<file path="config.mk">
export PLATFORM = sky130hd
export DESIGN_NAME = byte_level_symbol_decoder_core
export DESIGN_NICKNAME = d
export VERILOG_FILES = /design/src/rtl/blsd_pkg.sv /design/src/rtl/byte_level_symbol_decoder_core.sv /design/src/rtl/blsd_front.sv /design/src/rtl/blsd_queue.sv /design/src/rtl/blsd_back.sv
export SDC_FILE = /design/constraint.sdc
export NUM_CORES = 1
export LEC_CHECK = 0
export ABC_CLOCK_PERIOD_IN_PS = 15800
export BUFFER_PORTS_ARGS = -buffer_cell sky130_fd_sc_hd__buf_2
export CAP_MARGIN = 20
export CORE_MARGIN = 2
export CORE_UTILIZATION = 60
export DETAILED_ROUTE_END_ITERATION = 8
export GPL_ROUTABILITY_DRIVEN = 1
export PLACE_DENSITY = 0.84
export SLEW_MARGIN = 25
export SYNTH_ARGS = -nofsm -noshare
export SYNTH_HDL_FRONTEND = slang
export SYNTH_SLANG_ARGS = --single-unit
</file>
<file path="constraint.sdc">
create_clock -name clk -period 15.8 [get_ports clk]
set_input_delay 3.95 -clock clk [delete_from_list [all_inputs] [get_ports clk]]
set_output_delay 3.95 -clock clk [all_outputs]
set_load 0.005 [all_outputs]
</file>
<file path="src/rtl/blsd_pkg.sv">
package blsd_pkg;

    // Bytes of one symbol group, at most four
    localparam int unsigned GROUP_BYTES = 4;

    // One queue entry: the result words caused by one input word
    typedef struct packed {
        logic [GROUP_BYTES-1:0][7:0] bytes;     // result bytes, entry 0 first
        logic [2:0]                  count;     // number of valid bytes, 1..4
        logic                        strm_end;  // last group of the string
    } group_t;

    // Push side of the group queue
    typedef struct packed {
        logic   valid;
        group_t group;
    } push_t;

endpackage

</file>
<file path="src/rtl/byte_level_symbol_decoder_core.sv">
// Byte-level symbol decoder. Bytes of an encoded token string come in one word
// per cycle and are grouped into UTF-8 style symbols (lead byte sets length
// 1..4, continuation bytes unchecked). Each complete symbol is mapped back to
// its raw byte (code points 33-126, 161-172, 174-255 map to themselves,
// 256-323 to the unmapped bytes 0-32, 127-160, 173); an unmapped symbol passes
// through raw. in_last flushes: held bytes are reparsed and a truncated
// symbol's lead byte passes raw. The front stage takes one input word per
// cycle and pushes the result bytes of that word as one group into a
// QUEUE_DEPTH entry queue; the back stage drains one result word per cycle
// while out_ready holds. Input rate is one word per cycle while the queue has
// room; sustained rate is bounded by the back stage at one result byte per
// cycle. From input to first result a word passes the queue write and then
// the output register.
module byte_level_symbol_decoder_core
#(
    parameter int QUEUE_DEPTH = 4
)
(
    input  logic       clk,
    input  logic       rst_n,
    input  logic       in_valid,
    output logic       in_ready,
    input  logic [7:0] in_byte,
    input  logic       in_last,
    output logic       out_valid,
    input  logic       out_ready,
    output logic [7:0] out_byte,
    output logic       out_last,
    output logic       out_end
);

    blsd_pkg::push_t  push;
    logic             push_ready;
    logic             pop;
    logic             head_valid;
    blsd_pkg::group_t head;

    // front: holds partial symbol, classifies and decodes
    blsd_front u_front
    (
        .clk        (clk),
        .rst_n      (rst_n),
        .in_valid   (in_valid),
        .in_ready   (in_ready),
        .in_byte    (in_byte),
        .in_last    (in_last),
        .push_ready (push_ready),
        .push       (push)
    );

    // decouples input acceptance from result draining
    blsd_queue #(
        .DEPTH (QUEUE_DEPTH)
    ) u_queue
    (
        .clk        (clk),
        .rst_n      (rst_n),
        .push       (push),
        .push_ready (push_ready),
        .pop        (pop),
        .head_valid (head_valid),
        .head       (head)
    );

    // back: serializes each group, one result word per cycle while out_ready holds
    blsd_back u_back
    (
        .clk        (clk),
        .rst_n      (rst_n),
        .head_valid (head_valid),
        .head       (head),
        .pop        (pop),
        .out_valid  (out_valid),
        .out_ready  (out_ready),
        .out_byte   (out_byte),
        .out_last   (out_last),
        .out_end    (out_end)
    );

endmodule

</file>
<file path="src/rtl/blsd_front.sv">
module blsd_front
(
    input  logic            clk,
    input  logic            rst_n,
    input  logic            in_valid,
    output logic            in_ready,
    input  logic [7:0]      in_byte,
    input  logic            in_last,
    input  logic            push_ready,
    output blsd_pkg::push_t push
);

    localparam logic [7:0] ASCII_LIMIT = 8'h80;

    // Symbol length from the lead byte
    function automatic logic [2:0] lead_length(input logic [7:0] c);
        logic [2:0] l;
        if (c < ASCII_LIMIT)
            l = 3'd1;
        else if ((c & 8'hE0) == 8'hC0)
            l = 3'd2;
        else if ((c & 8'hF0) == 8'hE0)
            l = 3'd3;
        else
            l = 3'd4;
        return l;
    endfunction

    // Code point of a 2..4 byte symbol mapped back to one raw byte
    function automatic logic [8:0] map_symbol(input logic [3:0][7:0] s,
                                              input logic [2:0] len);
        logic [20:0] x;
        logic [6:0]  k;
        logic        hit;
        logic [7:0]  b;
        unique case (len)
            3'd2:    x = {10'd0, s[0][4:0], s[1][5:0]};
            3'd3:    x = {5'd0, s[0][3:0], s[1][5:0], s[2][5:0]};
            default: x = {s[0][2:0], s[1][5:0], s[2][5:0], s[3][5:0]};
        endcase
        k   = x[6:0] ^ 7'd0;
        hit = 1'b0;
        b   = x[7:0];
        if ((x >= 21'd33 && x <= 21'd126) || (x >= 21'd161 && x <= 21'd172) ||
            (x >= 21'd174 && x <= 21'd255)) begin
            hit = 1'b1;
        end
        else if (x >= 21'd256 && x <= 21'd323) begin
            // x - 256 fits in seven bits over this range
            k   = 7'(x - 21'd256);
            hit = 1'b1;
            if (k <= 7'd32)
                b = {1'b0, k};
            else if (k <= 7'd66)
                b = 8'({1'b0, k} + 8'd94);
            else
                b = 8'd173;
        end
        return {hit, b};
    endfunction

    logic [2:0][7:0] held_reg;
    logic [1:0]      held_cnt_reg;
    logic [2:0]      sym_len_reg;

    logic [3:0][7:0] sbuf;
    logic [2:0]      cnt;
    logic [2:0]      len;
    logic            fire;
    logic            accept;

    logic [3:0][2:0] lead_l;
    logic [3:0]      fits;
    logic [3:0]      mapped;
    logic [3:0][7:0] mbyte;

    logic [3:0][7:0] obytes;
    logic [2:0]      ocnt;
    logic [2:0]      raw_until;
    logic [2:0]      skip_until;

    // Held bytes followed by the new byte
    always_comb
    begin
        for (int j = 0; j < 4; j++)
        begin
            if (j < 3 && 2'(j) < held_cnt_reg)
                sbuf[j] = held_reg[j[1:0]];
            else if (3'(j) == {1'b0, held_cnt_reg})
                sbuf[j] = in_byte;
            else
                sbuf[j] = 8'd0;
        end
    end

    assign cnt = {1'b0, held_cnt_reg} + 3'd1;

    always_comb
    begin
        if (held_cnt_reg == 2'd0)
            len = lead_length(in_byte);
        else if (sym_len_reg >= 3'd1 && sym_len_reg <= 3'd4)
            len = sym_len_reg;
        else
            len = lead_length(sbuf[0]);
    end

    // One decoder per possible symbol start
    for (genvar p = 0; p < 4; p++)
    begin : g_start
        logic [3:0][7:0] win;
        logic [8:0]      dec;
        for (genvar i = 0; i < 4; i++)
        begin : g_win
            if (p + i < 4)
            begin : g_in
                assign win[i] = sbuf[p+i];
            end
            else
            begin : g_out
                assign win[i] = 8'd0;
            end
        end
        assign lead_l[p] = lead_length(sbuf[p]);
        assign fits[p]   = (4'(p) + {1'b0, lead_l[p]}) <= {1'b0, cnt};
        assign dec       = map_symbol(win, lead_l[p]);
        assign mapped[p] = (lead_l[p] != 3'd1) && dec[8];
        assign mbyte[p]  = (lead_l[p] == 3'd1) ? sbuf[p] : dec[7:0];
    end

    // Walk the bytes from the start; also covers the plain complete-symbol case
    always_comb
    begin
        obytes     = '0;
        ocnt       = 3'd0;
        raw_until  = 3'd0;
        skip_until = 3'd0;
        for (int j = 0; j < 4; j++)
        begin
            if (3'(j) < cnt)
            begin
                if (3'(j) < raw_until)
                begin
                    obytes[ocnt[1:0]] = sbuf[j];
                    ocnt = ocnt + 3'd1;
                end
                else if (3'(j) < skip_until)
                begin
                    ocnt = ocnt;
                end
                else if (fits[j] && mapped[j])
                begin
                    obytes[ocnt[1:0]] = mbyte[j];
                    ocnt       = ocnt + 3'd1;
                    skip_until = 3'(j) + lead_l[j];
                end
                else if (fits[j])
                begin
                    obytes[ocnt[1:0]] = sbuf[j];
                    ocnt      = ocnt + 3'd1;
                    raw_until = 3'(j) + lead_l[j];
                end
                else
                begin
                    // truncated symbol: lead byte raw, reparse from next byte
                    obytes[ocnt[1:0]] = sbuf[j];
                    ocnt = ocnt + 3'd1;
                end
            end
        end
    end

    assign fire     = in_last || (cnt >= len);
    assign in_ready = push_ready;
    assign accept   = in_valid && in_ready;

    assign push.valid          = accept && fire;
    assign push.group.bytes    = obytes;
    assign push.group.count    = ocnt;
    assign push.group.strm_end = in_last;

    always_ff @(posedge clk or negedge rst_n)
    begin
        if (!rst_n)
        begin
            held_cnt_reg <= 2'd0;
            sym_len_reg  <= 3'd0;
        end
        else if (accept)
        begin
            if (fire)
            begin
                held_cnt_reg <= 2'd0;
                sym_len_reg  <= 3'd0;
            end
            else
            begin
                held_cnt_reg <= cnt[1:0];
                sym_len_reg  <= len;
            end
        end
    end

    always_ff @(posedge clk)
    begin
        if (accept && !fire)
        begin
            for (int j = 0; j < 3; j++)
            begin
                if (2'(j) == held_cnt_reg)
                    held_reg[j] <= in_byte;
            end
        end
    end

endmodule

</file>
<file path="src/rtl/blsd_queue.sv">
module blsd_queue
#(
    parameter int DEPTH = 4
)
(
    input  logic             clk,
    input  logic             rst_n,
    input  blsd_pkg::push_t  push,
    output logic             push_ready,
    input  logic             pop,
    output logic             head_valid,
    output blsd_pkg::group_t head
);

    localparam int PW = (DEPTH > 1) ? $clog2(DEPTH) : 1;
    localparam int CW = $clog2(DEPTH + 1);

    blsd_pkg::group_t   mem_reg [DEPTH];
    logic [PW-1:0]      wr_ptr_reg;
    logic [PW-1:0]      rd_ptr_reg;
    logic [CW-1:0]      count_reg;
    logic               do_push;
    logic               do_pop;

    assign push_ready = (count_reg != CW'(DEPTH));
    assign head_valid = (count_reg != '0);
    assign head       = mem_reg[rd_ptr_reg];
    assign do_push    = push.valid && push_ready;
    assign do_pop     = pop && head_valid;

    always_ff @(posedge clk or negedge rst_n)
    begin
        if (!rst_n)
        begin
            wr_ptr_reg <= '0;
            rd_ptr_reg <= '0;
            count_reg  <= '0;
        end
        else
        begin
            if (do_push)
                wr_ptr_reg <= (wr_ptr_reg == PW'(DEPTH - 1)) ? '0 : wr_ptr_reg + 1'b1;
            if (do_pop)
                rd_ptr_reg <= (rd_ptr_reg == PW'(DEPTH - 1)) ? '0 : rd_ptr_reg + 1'b1;
            if (do_push && !do_pop)
                count_reg <= count_reg + 1'b1;
            else if (do_pop && !do_push)
                count_reg <= count_reg - 1'b1;
        end
    end

    always_ff @(posedge clk)
    begin
        if (do_push)
            mem_reg[wr_ptr_reg] <= push.group;
    end

endmodule

</file>
<file path="src/rtl/blsd_back.sv">
module blsd_back
(
    input  logic             clk,
    input  logic             rst_n,
    input  logic             head_valid,
    input  blsd_pkg::group_t head,
    output logic             pop,
    output logic             out_valid,
    input  logic             out_ready,
    output logic [7:0]       out_byte,
    output logic             out_last,
    output logic             out_end
);

    logic [1:0] idx_reg;
    logic       out_valid_reg;
    logic [7:0] out_byte_reg;
    logic       out_last_reg;
    logic       out_end_reg;
    logic       load;
    logic       is_last;

    assign load    = head_valid && (!out_valid_reg || out_ready);
    assign is_last = ({1'b0, idx_reg} + 3'd1) >= head.count;
    assign pop     = load && is_last;

    always_ff @(posedge clk or negedge rst_n)
    begin
        if (!rst_n)
        begin
            idx_reg       <= 2'd0;
            out_valid_reg <= 1'b0;
        end
        else
        begin
            if (load)
                idx_reg <= is_last ? 2'd0 : idx_reg + 2'd1;
            if (load)
                out_valid_reg <= 1'b1;
            else if (out_ready)
                out_valid_reg <= 1'b0;
        end
    end

    always_ff @(posedge clk)
    begin
        if (load)
        begin
            out_byte_reg <= head.bytes[idx_reg];
            out_last_reg <= is_last;
            out_end_reg  <= is_last && head.strm_end;
        end
    end

    assign out_valid = out_valid_reg;
    assign out_byte  = out_byte_reg;
    assign out_last  = out_last_reg;
    assign out_end   = out_end_reg;

endmodule
</file>
== Word level (Yosys, flattened, before mapping) ==
Memory sizes are Yosys's and may differ from the RTL's.
Cells that the tools add are included.

* $lt $le $gt $ge: 73
* Reductions and logical operators: 59
* $add $sub $neg: 23
* Equal/unequal tests: 32
* Mux-type cells: 128

{| class="wikitable"
|+ Operators by type and width
! operator !! number
|-
| two-way mux 32 bit || 12
|-
| two-way mux 8 bit || 33
|-
| bitwise mux 32 bit || 6
|-
| greater-or-equal comparator 21 x 8 -> 1 bit (second input constant) || 8
|-
| <= comparator 21 x 8 -> 1 bit (second input constant) || 8
|-
| case mux 21 bit (2 select lines) || 4
|-
| two-way mux 3 bit || 52
|-
| greater-or-equal comparator 21 x 6 -> 1 bit (second input constant) || 4
|-
| greater-or-equal comparator 21 x 9 -> 1 bit (second input constant) || 4
|-
| <= comparator 21 x 7 -> 1 bit (second input constant) || 4
|-
| <= comparator 21 x 9 -> 1 bit (second input constant) || 4
|-
| demux 8 bit (select 2 bit) || 3
|-
| < comparator 8 bit (second input constant) || 5
|-
| logical AND 1 bit || 38
|-
| adder 7 x 7 -> 8 bit (second input constant) || 4
|-
| <= comparator 7 x 6 -> 1 bit (second input constant) || 4
|-
| <= comparator 7 bit (second input constant) || 4
|-
| subtractor 7 x 1 -> 7 bit (second input constant) || 4
|-
| equality test 3 x 2 -> 1 bit (second input constant) || 8
|-
| equality test 4 bit (second input constant) || 5
|-
| < comparator 2 x 3 -> 1 bit (first input constant) || 6
|-
| binary-select mux 8 bit (select 2 bit) || 1
|-
| equality test 3 bit (second input constant) || 5
|-
| two-way mux 1 bit || 13
|-
| other kinds (34) || 76
|}

* Input port bits: 13
* Memory bits (writable): 144
* Word-level logic and storage cells: 329
* Output and inout port bits: 12
* Memories: 1
* Register bits: 49

{| class="wikitable"
|+ Memories
! name !! depth !! bits a word !! read ports !! clocked after Yosys merged registers in !! wr ports !! RTL line !! source
|-
| u_queue.mem_reg || 4 || 36 || 1 || 0 || 1 || blsd_queue.sv:18 || <nowiki>blsd_pkg::group_t mem_reg [DEPTH];</nowiki>
|}

== Logic depth before layout (Yosys ltp) ==
Gate-level depths: netlist of the first run.

* Word-level depth: 36
* Depth in mapped cells: 28
* Gate-level depth less buffers: 22

== Cells and area by module ==
Synthesis of the first run repeated with hierarchy kept, for this count alone.

* Cell total of the unflattened synthesis: 1136
* Area total of the unflattened synthesis: 12450.7 µm²

{| class="wikitable"
|+ By module, submodules not included
! module !! area an instance (µm²) !! times used !! seq. area each (µm²) !! cells an instance
|-
| blsd_front || 6107.1 || 1 || 845.8 || 868
|-
| blsd_queue || 5625.4 || 1 || 4499.3 || 224
|-
| blsd_back || 718.2 || 1 || 375.4 || 44
|}

== Worst setup path after synthesis of the first run ==
No wires, ideal clock.

* Path kind: input port to flip-flop
* Start: input in_byte[7]
* End: memory u_queue.mem_reg[0][28] in the netlist's numbering, data pin
* Required time: 15.574 ns
* Path buffers: 4
* Path slack: 6.774 ns
* Arrival: 8.800 ns
* Cell stages on the path: 22
* Setup time: 0.226 ns
* Cell sequence: clkbuf_1 -> a22o_1 -> clkbuf_1 -> o21ai_0 -> nand2b_1 -> ha_1 -> clkbuf_1 -> buf_2 -> a22oi_1 -> inv_1 -> ha_1 -> and3_1 -> a31oi_1 -> nand2_1 -> nand4_1 -> nand4_2 -> o211a_1 -> o211a_2 -> or3_4 -> o311ai_4 -> or3b_1 -> o32ai_1

{| class="wikitable"
|+ RTL lines
! item !! RTL line !! source
|-
| start: declaration || byte_level_symbol_decoder_core.sv:23 || <nowiki>input logic [7:0] in_byte,</nowiki>
|-
| end: declaration || blsd_queue.sv:18 ||
|}

==> key figures, run 1 <==
Run status
  – Outcome: finished, violations left
  – Failing checks: design-rule violations

Timing
  – Final setup fails: 0
  – Hold_ws: between 0.5 and 0.6 ns
  – Fin crit period: a little over 10 ns
  – FMAX: between 90 and 100 MHz
  – Rel. slew slack: 0.228
  – RSZ-0062 raised after global routing: false
  – Fin. Hold Viols: 0
  – Final Max Tran Viols: 0
  – Worst Tran Pin Value: roughly 1.2 ns
  – Fin crit share: 0.647
  – Setup TNS: 0 ns
  – Final Skew: approximately 0.020 ns

Synthesis
  – Top cells by area, synth: edfxtp_1 43%, mux4_2 7.9%, ha_1 4.5%, nand2_1 3.2%, o21ai_0 3.1%
  – Syn Nets: 1,228
  – Asr flop ratio synth: 0.0777
  – Count leader, synth: edfxtp_1
  – Sequential area share after synthesis: 0.455
  – Main synth FF type: edfxtp_1
  – Avg Cell Area, Syn: about 11 sq um
  – Commonest cells post-synth: 178 x edfxtp_1, 107 x nand2_1, 93 x nor2_1
  – Synth warnings: 0
  – Yosys reg bits: approximately 190
  – Synthesized area: between 10,000 and 15,000 sq um
  – Top-area cell type share of the netlist area: 0.425
  – Post-synth cell types: roughly 100
  – Number of enable flip-flop cells after synthesis: roughly 180
  – Synthesized instance count: 1,169
  – Area leader, netlist: edfxtp_1

Clock tree
  – Clock Path Buffers: 2
  – CTS tree: done
  – Clock transition at path regs: around 0.080 ns
  – Max H-tree Level: 4
  – Setup Buffers After CTS: 0
  – Sink Count: ~190
  – CTS root buffer: clkbuf_16
  – Inserted Clock Buffers: 17
  – Worst skew pair latency: between 0.4 and 0.5 ns
  – Cts-stage hold buffer count: 0
  – Resize count post-CTS: 0

Global route
  – GRT Total Usage: 0.405
  – Initial antenna violation count: 0
  – Largest net degree at the start of global routing: 58
  – First-pass GRT wire length: approximately 66,000 microns
  – Vias in the first global route: around 10,000
  – GR Overflow Total: 0

Placement
  – Buffers added on ports: 24
  – Gpl congestion: between 1 and 1.5
  – Post-DP Area: between 10,000 and 15,000 sq um
  – Detailed Place HPWL: 30,800 microns

Cells and area
  – Layout net count: ~1,200
  – Area occupied by multi-input gates: 6420 sq um
  – Syn-to-layout area delta: 7.17%
  – Final instance area: around 13,000 sq um
  – Ant diodes: 0
  – FF/Latch Area: between 5000 and 6000 sq um
  – Fill count: ~1,500
  – Max reg flops: around 140
  – Fraction of layout cells with a size suffix above 1: 0.134

Floorplanning
  – Row Count: between 50 and 60
  – Starting Density: 0.617
  – Placeable Area: ~20,000 sq um
  – Die footprint: ~22,000 sq um
  – Die W: roughly 150 microns
  – Boundary Pins: 25
  – Die height: 149 microns

Drt
  – WL per Instance: 30.1 microns
  – Residual DRC count: 1
  – Vias per cell: roughly 7.6
  – Antenna viol nets, final: 0
  – Pre-antenna DRT Iters: 9
  – Total wire length: approximately 43,000 microns
  – Vias: between 10,000 and 15,000
  – DR iter-0 viols: 1,604

Flow run
  – Max-cap viol count: 0

Min path
  – Hold Path Class: flop to flop
  – Hold depth: 2

Setup path
  – Startpoint Class: input port
  – Cell mode on critical path: ha_1
  – R2r worst-path depth: 22
  – Critical path class: input port to flop
  – Cell depth of the worst setup path: 19
  – Crit end category: flop
  – Worst EP required: around 16 ns
  – Crit path max fanout: 18
  – Slowest-stage cell, CP: o311ai_4
  – Slowest stage delay, CP: roughly 0.64 ns
  – Crit path cell chain: buf_2 -> a22o_1 -> o21ai_0 -> nand2b_1 -> ha_1 -> a22oi_1 -> inv_1 -> ha_1 -> and3_1 -> a31oi_1 -> nand2_1 -> nand4_1 -> nand4_2 -> o211a_1 -> o211a_2 -> or3_4 -> o311ai_4 -> or3b_1 -> o32ai_1
  – CP delay by family, top: compound AO/OA/AOI/OAI gates
  – Arrival time at the worst endpoint: just over 10 ns
  – Buf/Inv on CP: 2

Power and ir drop
  – Power per cell area: between 150 and 200 nW/um^2
  – VDD IR max: 0.118 mV
  – P_leak: 4.76 nW
[cell families after synthesis]
group | share of synthesized area
AND/OR/NAND/NOR | 0.159
AO/OA/AOI/OAI | 0.201
XOR/XNOR | 0.00837
adder cells (fa/ha/maj) | 0.0464
flip-flops | 0.455
buffers and inverters | 0.0349
multiplexers | 0.0957
[report_power, final]
part	internal, mW	switching (mW)	leakage [nW]	total, mW
registers	0.736	0.0790	1.84	0.815
clock network	0.220	0.238	0.298	0.458
logic	0.470	0.885	2.62	1.36
total	1.43	1.20	4.76	2.63
[layer usage]
layer	global-route usage	vias to the layer above	wire length, microns
met5	0	-	0
met4	0.225	0	2830
met3	0.0840	176	4890
met2	0.644	931	20100
met1	0.523	5222	15700
li1	-	4599	-
[worst paths after layout]
check                                        start                endpoint  slack [ns]
setup / recovery                        in_byte[7]  u_queue.mem_reg[2][20]        5.58
hold / removal                    u_back.out_valid        u_back.out_valid        0.53
setup reg to reg           u_front.held_cnt_reg[1]  u_queue.mem_reg[2][20]        7.60
hold reg to reg                   u_back.out_valid        u_back.out_valid        0.53
max in group asynchronous                    rst_n   u_queue.rd_ptr_reg[0]       12.10
min in group asynchronous                    rst_n  u_front.sym_len_reg[2]        3.41
[through the flow]
| step | instances | total power [mW] | util | setup WS (ns) |
|---|---|---|---|---|
| 2_1_floorplan | 1169 | 1.71 | - | 6.77 |
| 6_report | 1446 | 2.63 | 0.661 | 5.58 |
| 3_3_place_gp | 1414 | 2.08 | 0.630 | 5.74 |
| 4_1_cts | 1446 | 2.58 | 0.661 | 5.83 |
| 3_5_place_dp | 1414 | 2.10 | 0.631 | 5.51 |
| 5_1_grt | 1446 | 2.74 | 0.661 | 5.22 |
[placed cells by master, fill, tap and decap left out, drive strengths merged, types with 9 or more instances in the layout]
cell,n
o2111ai,11
a21oi,47
nand3,26
nand2,108
a22oi,13
and2,25
a211oi,10
o31ai,10
clkbuf,17
and3,18
o21ai,83
nor2,94
nor4,11
o211ai,26
a22o,12
or3,9
xnor2,9
buf,34
nand3b,12
nand4,13
o22ai,18
edfxtp,178
or2,9
a31oi,16
dfrtp,15
ha,45
inv,54
mux4,44
mux2i,14
a21o,21
nor3,37
[worst reg2reg max path: stages, from the launching register on]
cell and delay (ns):
dfrtp_1 0.91, inv_1 0.28, ha_1 0.39, nor2b_2 0.24, a22o_1 0.41, o21ai_0 0.24, nand2b_1 0.16, ha_1 0.58
a22oi_1 0.38, inv_1 0.22, ha_1 0.19, and3_1 0.14, a31oi_1 0.06, nor4_1 0.30, nor4_1 0.09, a31oi_1 0.20
nand4_2 0.33, o211a_1 0.35, o211a_2 0.29, or3_4 0.45, o311ai_4 0.64, or3b_1 0.44, o32ai_1 0.62
[final cells by class]
type,instances,share of cell area
Inverter,46,0.0128
Multi-Input combinational cell,871,0.477
Timing Repair Buffer,34,0.0145
Clock inverter,15,0.0145
Clock buffer,17,0.0316
Sequential cell,193,0.425
Tap cell,270,0.0251
Note: power is estimated with default switching activity, not from simulation.
==> run 2, diff against run 1 <==
--- a/config.mk
+++ b/config.mk
@@ -5,11 +5,12 @@
 export SDC_FILE = /design/constraint.sdc
 export NUM_CORES = 1
 export LEC_CHECK = 0
-export ABC_CLOCK_PERIOD_IN_PS = 15800
+export ABC_AREA = 1
+export ABC_CLOCK_PERIOD_IN_PS = 9200
 export BUFFER_PORTS_ARGS = -buffer_cell sky130_fd_sc_hd__buf_2
 export CAP_MARGIN = 20
 export CORE_MARGIN = 2
-export CORE_UTILIZATION = 60
+export CORE_UTILIZATION = 58
 export DETAILED_ROUTE_END_ITERATION = 8
 export GPL_ROUTABILITY_DRIVEN = 1
 export PLACE_DENSITY = 0.84
==> constraint.sdc (replaced) <==
create_clock -name clk -period 9.2 [get_ports clk]
set_input_delay 2.3 -clock clk [delete_from_list [all_inputs] [get_ports clk]]
set_output_delay 2.3 -clock clk [all_outputs]
set_load 0.005 [all_outputs]
==> run 2 against run 1 <==
Net effect: the flow now finishes without violations; synthesized cell count grew 54%; sequential share of layout area shrank 3.9 points; synthesized area grew 9.8%; die area grew 13%; power grew 100%; combinational power grew 130%; critical path depth grew 11; cell count grew 47%; sequential power grew 72%; register-to-register slack lost 5.3 ns; utilization shrank 2.7 points; routed wire length shrank 1.4%; critical endpoint is now u_queue.mem_reg[0][19].
==> key figures, run 2 <==
Run status
  – Outcome: complete, no violations

Power and ir drop
  – Power per cell area: 356 nW/um^2 (+82%)
  – Cell-internal power: 2.56 mW (+79%)
  – Clk pwr share: 0.148 (-0.026)
  – Net Sw Frac: 0.516 (+0.0581)
  – P_leak: 6.28 nW (+32%)
  – Comb pwr share: 0.587 (+0.071)
  – VDD IR max: 0.315 mV (+170%)
  – Seq pwr share: 0.265 (-0.045)
  – Psw: 2.72 mW (+130%)

Floorplanning
  – Starting Density: 0.589 (-0.0277)
  – Boundary Pins: 25 (unchanged)
  – Die W: 158 microns (+6.4%)
  – Placeable Area: 23,400 sq um (+15%)
  – Row Count: 56 (+7.7%)
  – Die height: 158 microns (+6.4%)
  – Die footprint: 25,000 sq um (+13%)

Synthesis
  – Number of enable flip-flop cells after synthesis: 178 (unchanged)
  – Sequential area share after synthesis: 0.415 (-0.0405)
  – Asr flop ratio synth: 0.0777 (unchanged)
  – Area leader, netlist: edfxtp_1
  – Count leader, synth: nand2_1
  – Top-area cell type share of the netlist area: 0.388 (-0.0378)
  – Synthesized area: 13,800 sq um (+9.8%)
  – Syn Nets: 1,854 (+51%)
  – Yosys reg bits: 193 (unchanged)
  – Post-synth cell types: 63 (-38%)
  – Commonest cells post-synth: 440 x nand2_1, 221 x nor2_1, 178 x edfxtp_1
  – Top cells by area, synth: edfxtp_1 39%, nand2_1 12%, o21ai_0 6.2%, nor2_1 6.0%, nand3_1 5.0%
  – Synth warnings: 0 (unchanged)
  – Avg Cell Area, Syn: 7.68 sq um (-29%)
  – Synthesized instance count: 1,795 (+54%)
  – Main synth FF type: edfxtp_1

Setup path
  – Critical path class: input port to flop
  – Slowest stage delay, CP: 0.43 ns (-0.21 ns)
  – Worst EP required: 9.42 ns (-6.52 ns)
  – Startpoint Class: input port
  – CP delay by family, top: simple AND/OR/NAND/NOR gates
  – Cell mode on critical path: nand2_1
  – Arrival time at the worst endpoint: 7.67 ns (-2.68 ns)
  – Slowest-stage cell, CP: ha_1
  – Buf/Inv on CP: 3 (+1)
  – Crit path max fanout: 16 (-2)
  – Crit end category: flop

Placement
  – Detailed Place HPWL: 30,500 microns (-0.72%)
  – Gpl congestion: 1.03 (-1.3%)
  – Buffers added on ports: 24 (unchanged)
  – Placed instance count: 2,094 (+48%)
  – Post-DP Area: 14,200 sq um (+11%)
  – Place WS: 1.47 ns (-4.03 ns)

Drt
  – Vias per cell: 6.20 (-18%)
  – WL per Instance: 20.1 microns (-33%)
  – Residual DRC count: 0 (-1)
  – DR iter-0 viols: 1,708 (+6.5%)
  – Total wire length: 42,800 microns (-1.4%)
  – Pre-antenna DRT Iters: 6 (-3)
  – Vias: 13,173 (+21%)
  – Antenna viol nets, final: 0 (unchanged)

Clock tree
  – Max H-tree Level: 4 (unchanged)
  – Cts-stage hold buffer count: 0 (unchanged)
  – Clock Path Buffers: 2 (unchanged)
  – Setup Buffers After CTS: 0 (unchanged)
  – Inserted Clock Buffers: 17 (unchanged)
  – CTS root buffer: clkbuf_16
  – Resize count post-CTS: 0 (unchanged)
  – Sink Count: 193 (unchanged)
  – CTS tree: done
  – Clock transition at path regs: 0.09 ns (about the same)
  – Worst skew pair latency: 0.45 ns (about the same)

Global route
  – Initial antenna violation count: 0 (unchanged)
  – Met1 Resource Use GR: 0.437 (-0.0856)
  – GR Util met3: 0.0610 (-0.0230)
  – GR Overflow Total: 0 (unchanged)
  – Met2 Resource Use GR: 0.580 (-0.0632)
  – First-pass GRT wire length: 66,900 microns (+1.3%)
  – Gr busiest metal: met2
  – Vias in the first global route: 12,558 (+20%)
  – GRT Total Usage: 0.349 (-0.0561)
  – Largest net degree at the start of global routing: 76 (+31%)

Cells and area
  – Final cell count without fillers: 2,126 (+47%)
  – Layout net count: 1,853 (+52%)
  – Final instance area: 14,800 sq um (+10%)
  – Ant diodes: 0 (unchanged)
  – Commonest non-fill, non-tap cell in the layout: nand2_1
  – Most frequent cells in the layout: 440 x nand2_1, 217 x nor2_1, 178 x edfxtp_1
  – Layout Utilization: 0.634 (-0.0275)
  – Fill count: 2,037 (+40%)
  – Max reg flops: 144 (unchanged)
  – Fraction of layout cells with a size suffix above 1: 0.110 (-0.0248)
  – Syn-to-layout area delta: 7.55%

Timing
  – Final setup fails: 0 (unchanged)
  – Final Skew: 0.0156 ns (-0.00470 ns)
  – Fin crit period: between 7 and 8 ns
  – Fin. Hold Viols: 0 (unchanged)
  – Worst Tran Pin Value: 0.954 ns (-0.196 ns)
  – RSZ-0062 raised after global routing: false
  – Worst Slack Setup Final: 1.75 ns (-3.84 ns)
  – Final Max Tran Viols: 0 (unchanged)
  – FMAX: around 130 MHz
  – Fin crit share: 0.810
  – Setup TNS: 0 ns (unchanged)
  – Rel. slew slack: 0.364 (+0.136)

Flow run
  – Max-cap viol count: 0 (unchanged)

Min path
  – Hold Path Class: flop to flop
-- run 2: final cells by class --
cell class / count / area [sq um] / share of cell area
clock buffer: 19 / 464 / 0.0313
tap: 319 / 399 / 0.0269
inverter: 205 / 778 / 0.0525
timing repair buffer: 37 / 270 / 0.0182
clock inverter: 13 / 154 / 0.0104
sequential: 193 / 5720 / 0.386
multi-input combinational: 1340 / 7040 / 0.475
-- run 2: tightest hold or removal path, cell delays in order, from the launching register on --
cell	delay, ns
dfrtp_1	0.37
nand2_1	0.06
o21ai_0	0.06
-- run 2: cells by family (layout without fill, tap and decap cells) --
kind of cell	count (synthesis)	in the layout	share of synthesized area
buffers and inverters	262	274	0.0770
and+or+nand+nor	928	928	0.304
AOI/OAI and AO/OA	357	357	0.156
adders and majority gates	46	46	0.0423
xor gates and xnor gates	8	8	0.00508
DFF	193	193	0.415
muxes	1	1	0.000726
-- run 2: path summary, 6_finish.rpt --
kind                            slack (ns)               startpoint  cells after the start                     end
min in group asynchronous             1.76                    rst_n                      1  u_front.sym_len_reg[1]
worst min-delay path                  0.52   u_front.sym_len_reg[1]                      2  u_front.sym_len_reg[1]
worst max-delay path                  1.75               in_byte[7]                     30  u_queue.mem_reg[0][19]
worst max register to register        2.35  u_front.held_cnt_reg[1]                     26  u_queue.mem_reg[1][27]
max in group asynchronous             7.12                    rst_n                      1   u_queue.rd_ptr_reg[0]
worst min register to register        0.52   u_front.sym_len_reg[1]                      2  u_front.sym_len_reg[1]
-- run 2: per-layer routing --
layer  wire [microns]  share of wire  vias up
met3             4210          0.098      180
met1            16400           0.38     6054
met4             2330          0.054        0
met5                0              0        -
met2            19900           0.46      804
li1                 -              -     6135
-- run 2: power by group through the flow --
stage	clock network [mW]	registers, mW	logic (mW)
floorplan	0	1.39	2.18
global placement	0	1.41	2.90
detailed placement	0	1.41	3.00
CTS	0.777	1.40	3.02
global route	0.809	1.42	3.39
finish	0.782	1.40	3.10
-- run 2: per-stage QoR --
stage	hold WS (ns)	power, mW
2_1_floorplan	0.476	3.57
3_3_place_gp	0.494	4.30
3_5_place_dp	0.505	4.41
4_1_cts	0.526	5.19
5_1_grt	0.567	5.61
6_report	0.525	5.28
==> run 3, diff against run 2 <==
--- a/config.mk
+++ b/config.mk
@@ -6,7 +6,7 @@
 export NUM_CORES = 1
 export LEC_CHECK = 0
 export ABC_AREA = 1
-export ABC_CLOCK_PERIOD_IN_PS = 9200
+export ABC_CLOCK_PERIOD_IN_PS = 6400
 export BUFFER_PORTS_ARGS = -buffer_cell sky130_fd_sc_hd__buf_2
 export CAP_MARGIN = 20
 export CORE_MARGIN = 2
==> constraint.sdc (replaced) <==
create_clock -name clk -period 6.4 [get_ports clk]
set_input_delay 1.6 -clock clk [delete_from_list [all_inputs] [get_ports clk]]
set_output_delay 1.6 -clock clk [all_outputs]
set_load 0.005 [all_outputs]
==> run 3 against run 2 <==
Net effect: clock power grew 42%; worst hold slack gained 0.0025 ns; critical endpoint is now u_queue.mem_reg[1][27]; critical path depth grew 3; sequential power grew 43%; power grew 47%; utilization grew 1.8 points; flip-flop and latch count is the same; first-iteration DRC count shrank 4.2%; clock skew grew 0.013 ns; worst setup slack lost 1.2 ns.
==> key figures, run 3 (synthesis gave the netlist of run 2 again) <==
Clock tree
  – Clock transition at path regs: 0.08 ns (about the same)
  – Clock Path Buffers: 2 (unchanged)
  – Resize count post-CTS: 0 (unchanged)
  – Sink Count: 193 (unchanged)
  – Max H-tree Level: 4 (unchanged)
  – Inserted Clock Buffers: 17 (unchanged)
  – Worst skew pair latency: 0.45 ns (about the same)
  – Cts-stage hold buffer count: 0 (unchanged)
  – Setup Buffers After CTS: 0 (unchanged)
  – CTS root buffer: clkbuf_16
  – CTS tree: done

Timing
  – Fin crit period: between 5 and 6 ns
  – Fin crit share: 0.907
  – Final Skew: 0.0290 ns (+0.0134 ns)
  – Fin. Hold Viols: 0 (unchanged)
  – Hold_ws: 0.527 ns (+0.00254 ns)
  – RSZ-0062 raised after global routing: false
  – Worst Tran Pin Value: 0.876 ns (-0.0784 ns)
  – Setup TNS: 0 ns (unchanged)
  – Rel. slew slack: 0.414 (+0.0501)
  – FMAX: about 170 MHz
  – Final Max Tran Viols: 0 (unchanged)
  – Worst Slack Setup Final: 0.592 ns (-1.16 ns)
  – Final setup fails: 0 (unchanged)

Cells and area
  – Most frequent cells in the layout: 440 x nand2_1, 217 x nor2_1, 178 x edfxtp_1
  – Commonest non-fill, non-tap cell in the layout: nand2_1
  – Layout net count: 1,919 (+3.6%)
  – Fill count: 1,962 (-3.7%)
  – Syn-to-layout area delta: 10.6%
  – Ant diodes: 0 (unchanged)
  – Max reg flops: 144 (unchanged)
  – Fraction of layout cells with a size suffix above 1: 0.140 (+0.0303)
  – Final instance area: 15,200 sq um (+2.8%)

Drt
  – Total wire length: 43,200 microns (+0.87%)
  – Residual DRC count: 0 (unchanged)
  – Pre-antenna DRT Iters: 8 (+2)
  – DR iter-0 viols: 1,637 (-4.2%)
  – WL per Instance: 19.7 microns (-2.2%)
  – Antenna viol nets, final: 0 (unchanged)
  – Vias per cell: 6.13 (-1.1%)
  – Vias: 13,433 (+2.0%)

Global route
  – GR Util met3: 0.0561 (-0.00493)
  – Initial antenna violation count: 1 (+1)
  – Gr busiest metal: met2
  – First-pass GRT wire length: 67,200 microns (+0.48%)
  – Vias in the first global route: 12,456 (-0.81%)
  – Met1 Resource Use GR: 0.454 (+0.0167)
  – Largest net degree at the start of global routing: 76 (unchanged)
  – GRT Total Usage: 0.352 (+0.00253)
  – Met2 Resource Use GR: 0.584 (+0.00352)
  – GR Overflow Total: 0 (unchanged)

Placement
  – Place WS: 0.259 ns (-1.22 ns)
  – Post-DP Area: 14,600 sq um (+3.1%)
  – Gpl congestion: 1.03 (-0.11%)
  – Detailed Place HPWL: 31,000 microns (+1.4%)
  – Buffers added on ports: 24 (unchanged)

Setup path
  – CP delay by family, top: simple AND/OR/NAND/NOR gates
  – Crit path launch: in_byte[7]
  – Startpoint Class: input port
  – Reg2reg start: u_front.held_cnt_reg[1]
  – Slowest stage delay, CP: 0.28 ns (-0.15 ns)
  – Crit end category: flop
  – Arrival time at the worst endpoint: 5.97 ns (-1.70 ns)
  – R2r worst-path depth: 34 (+31%)
  – Buf/Inv on CP: 5 (+2)
  – Cell depth of the worst setup path: 33 (+10%)
  – Critical path class: input port to flop
  – Slowest-stage cell, CP: ha_1
  – Critical Path Sink: u_queue.mem_reg[1][27]
  – R2R Path End: u_queue.mem_reg[1][27]
  – Reg2reg setup slack: 0.84 ns (-1.51 ns)
  – Worst EP required: 6.57 ns (-2.85 ns)
  – Crit path max fanout: 12 (-4)
  – Cell mode on critical path: nand2_1

Min path
  – Hold Path Class: flop to flop

Floorplanning
  – Die footprint: 25,000 sq um (unchanged)
  – Starting Density: 0.589 (unchanged)
  – Placeable Area: 23,400 sq um (unchanged)
  – Die W: 158 microns (unchanged)
  – Boundary Pins: 25 (unchanged)
  – Die height: 158 microns (unchanged)
  – Row Count: 56 (unchanged)

Power and ir drop
  – P_leak: 6.57 nW (+4.6%)
  – VDD IR max: 0.508 mV (+61%)
  – Tot Pwr: 7.77 mW (+47%)
  – Power per cell area: 509 nW/um^2 (+43%)

Flow run
  – Max-cap viol count: 0 (unchanged)

Run status
  – Outcome: complete, no violations
## run 3: changes by cell type in the layout (fill, tap and decap cells not counted), moves of 2 or more
cell,previous run,this run
buf_4,10,79
inv_8,4,6
buf_16,2,0
clkinv_8,4,2
inv_6,3,0
clkinvlp_4,0,2
## run 3: per-stage QoR
step                std cells  utilization
floorplan                1795            -
global placement         2160        0.626
detailed placement       2160        0.626
CTS                      2192        0.652
global route             2192        0.652
finish                   2192        0.652
## run 3: layout make-up
cell class,instances,area (sq um),share of cell area
inverters,205,777,0.0510
clock buffers,18,429,0.0281
repair buffers,103,713,0.0468
multi-input cells,1340,7040,0.461
flip-flops and latches,193,5720,0.375
clock inverters,14,171,0.0112
well taps,319,399,0.0262
## run 3: worst min path at each step
stage	depth (start not counted)	start	slack (ns)	endpoint
3_3_place_gp	2	u_front.sym_len_reg[1]	0.50	u_front.sym_len_reg[1]
2_1_floorplan	2	u_front.sym_len_reg[1]	0.48	u_front.sym_len_reg[1]
4_1_cts	2	u_front.sym_len_reg[0]	0.53	u_front.sym_len_reg[0]
5_1_grt	1	u_queue.count_reg[0]	0.57	u_queue.count_reg[0]
3_5_place_dp	2	u_front.sym_len_reg[0]	0.51	u_front.sym_len_reg[0]
6_report	2	u_front.sym_len_reg[0]	0.53	u_front.sym_len_reg[0]
## run 3: per-layer routing
metal / part of all wire / vias up
li1: - / 6261
met1: 0.39 / 6168
met2: 0.47 / 838
met3: 0.096 / 166
met4: 0.048 / 0
met5: 0 / -
## run 3: where the power goes
group	switching (mW)	leakage [nW]	internal, mW
logic	3.29	4.44	1.37
registers	0.107	1.84	1.89
clock network	0.551	0.288	0.562
total	3.95	6.57	3.82
## run 3: tightest hold or removal path: stages (launching register included)
cell     delay [ns]
dfrtp_1        0.38
nand2_1        0.06
o21ai_0        0.06
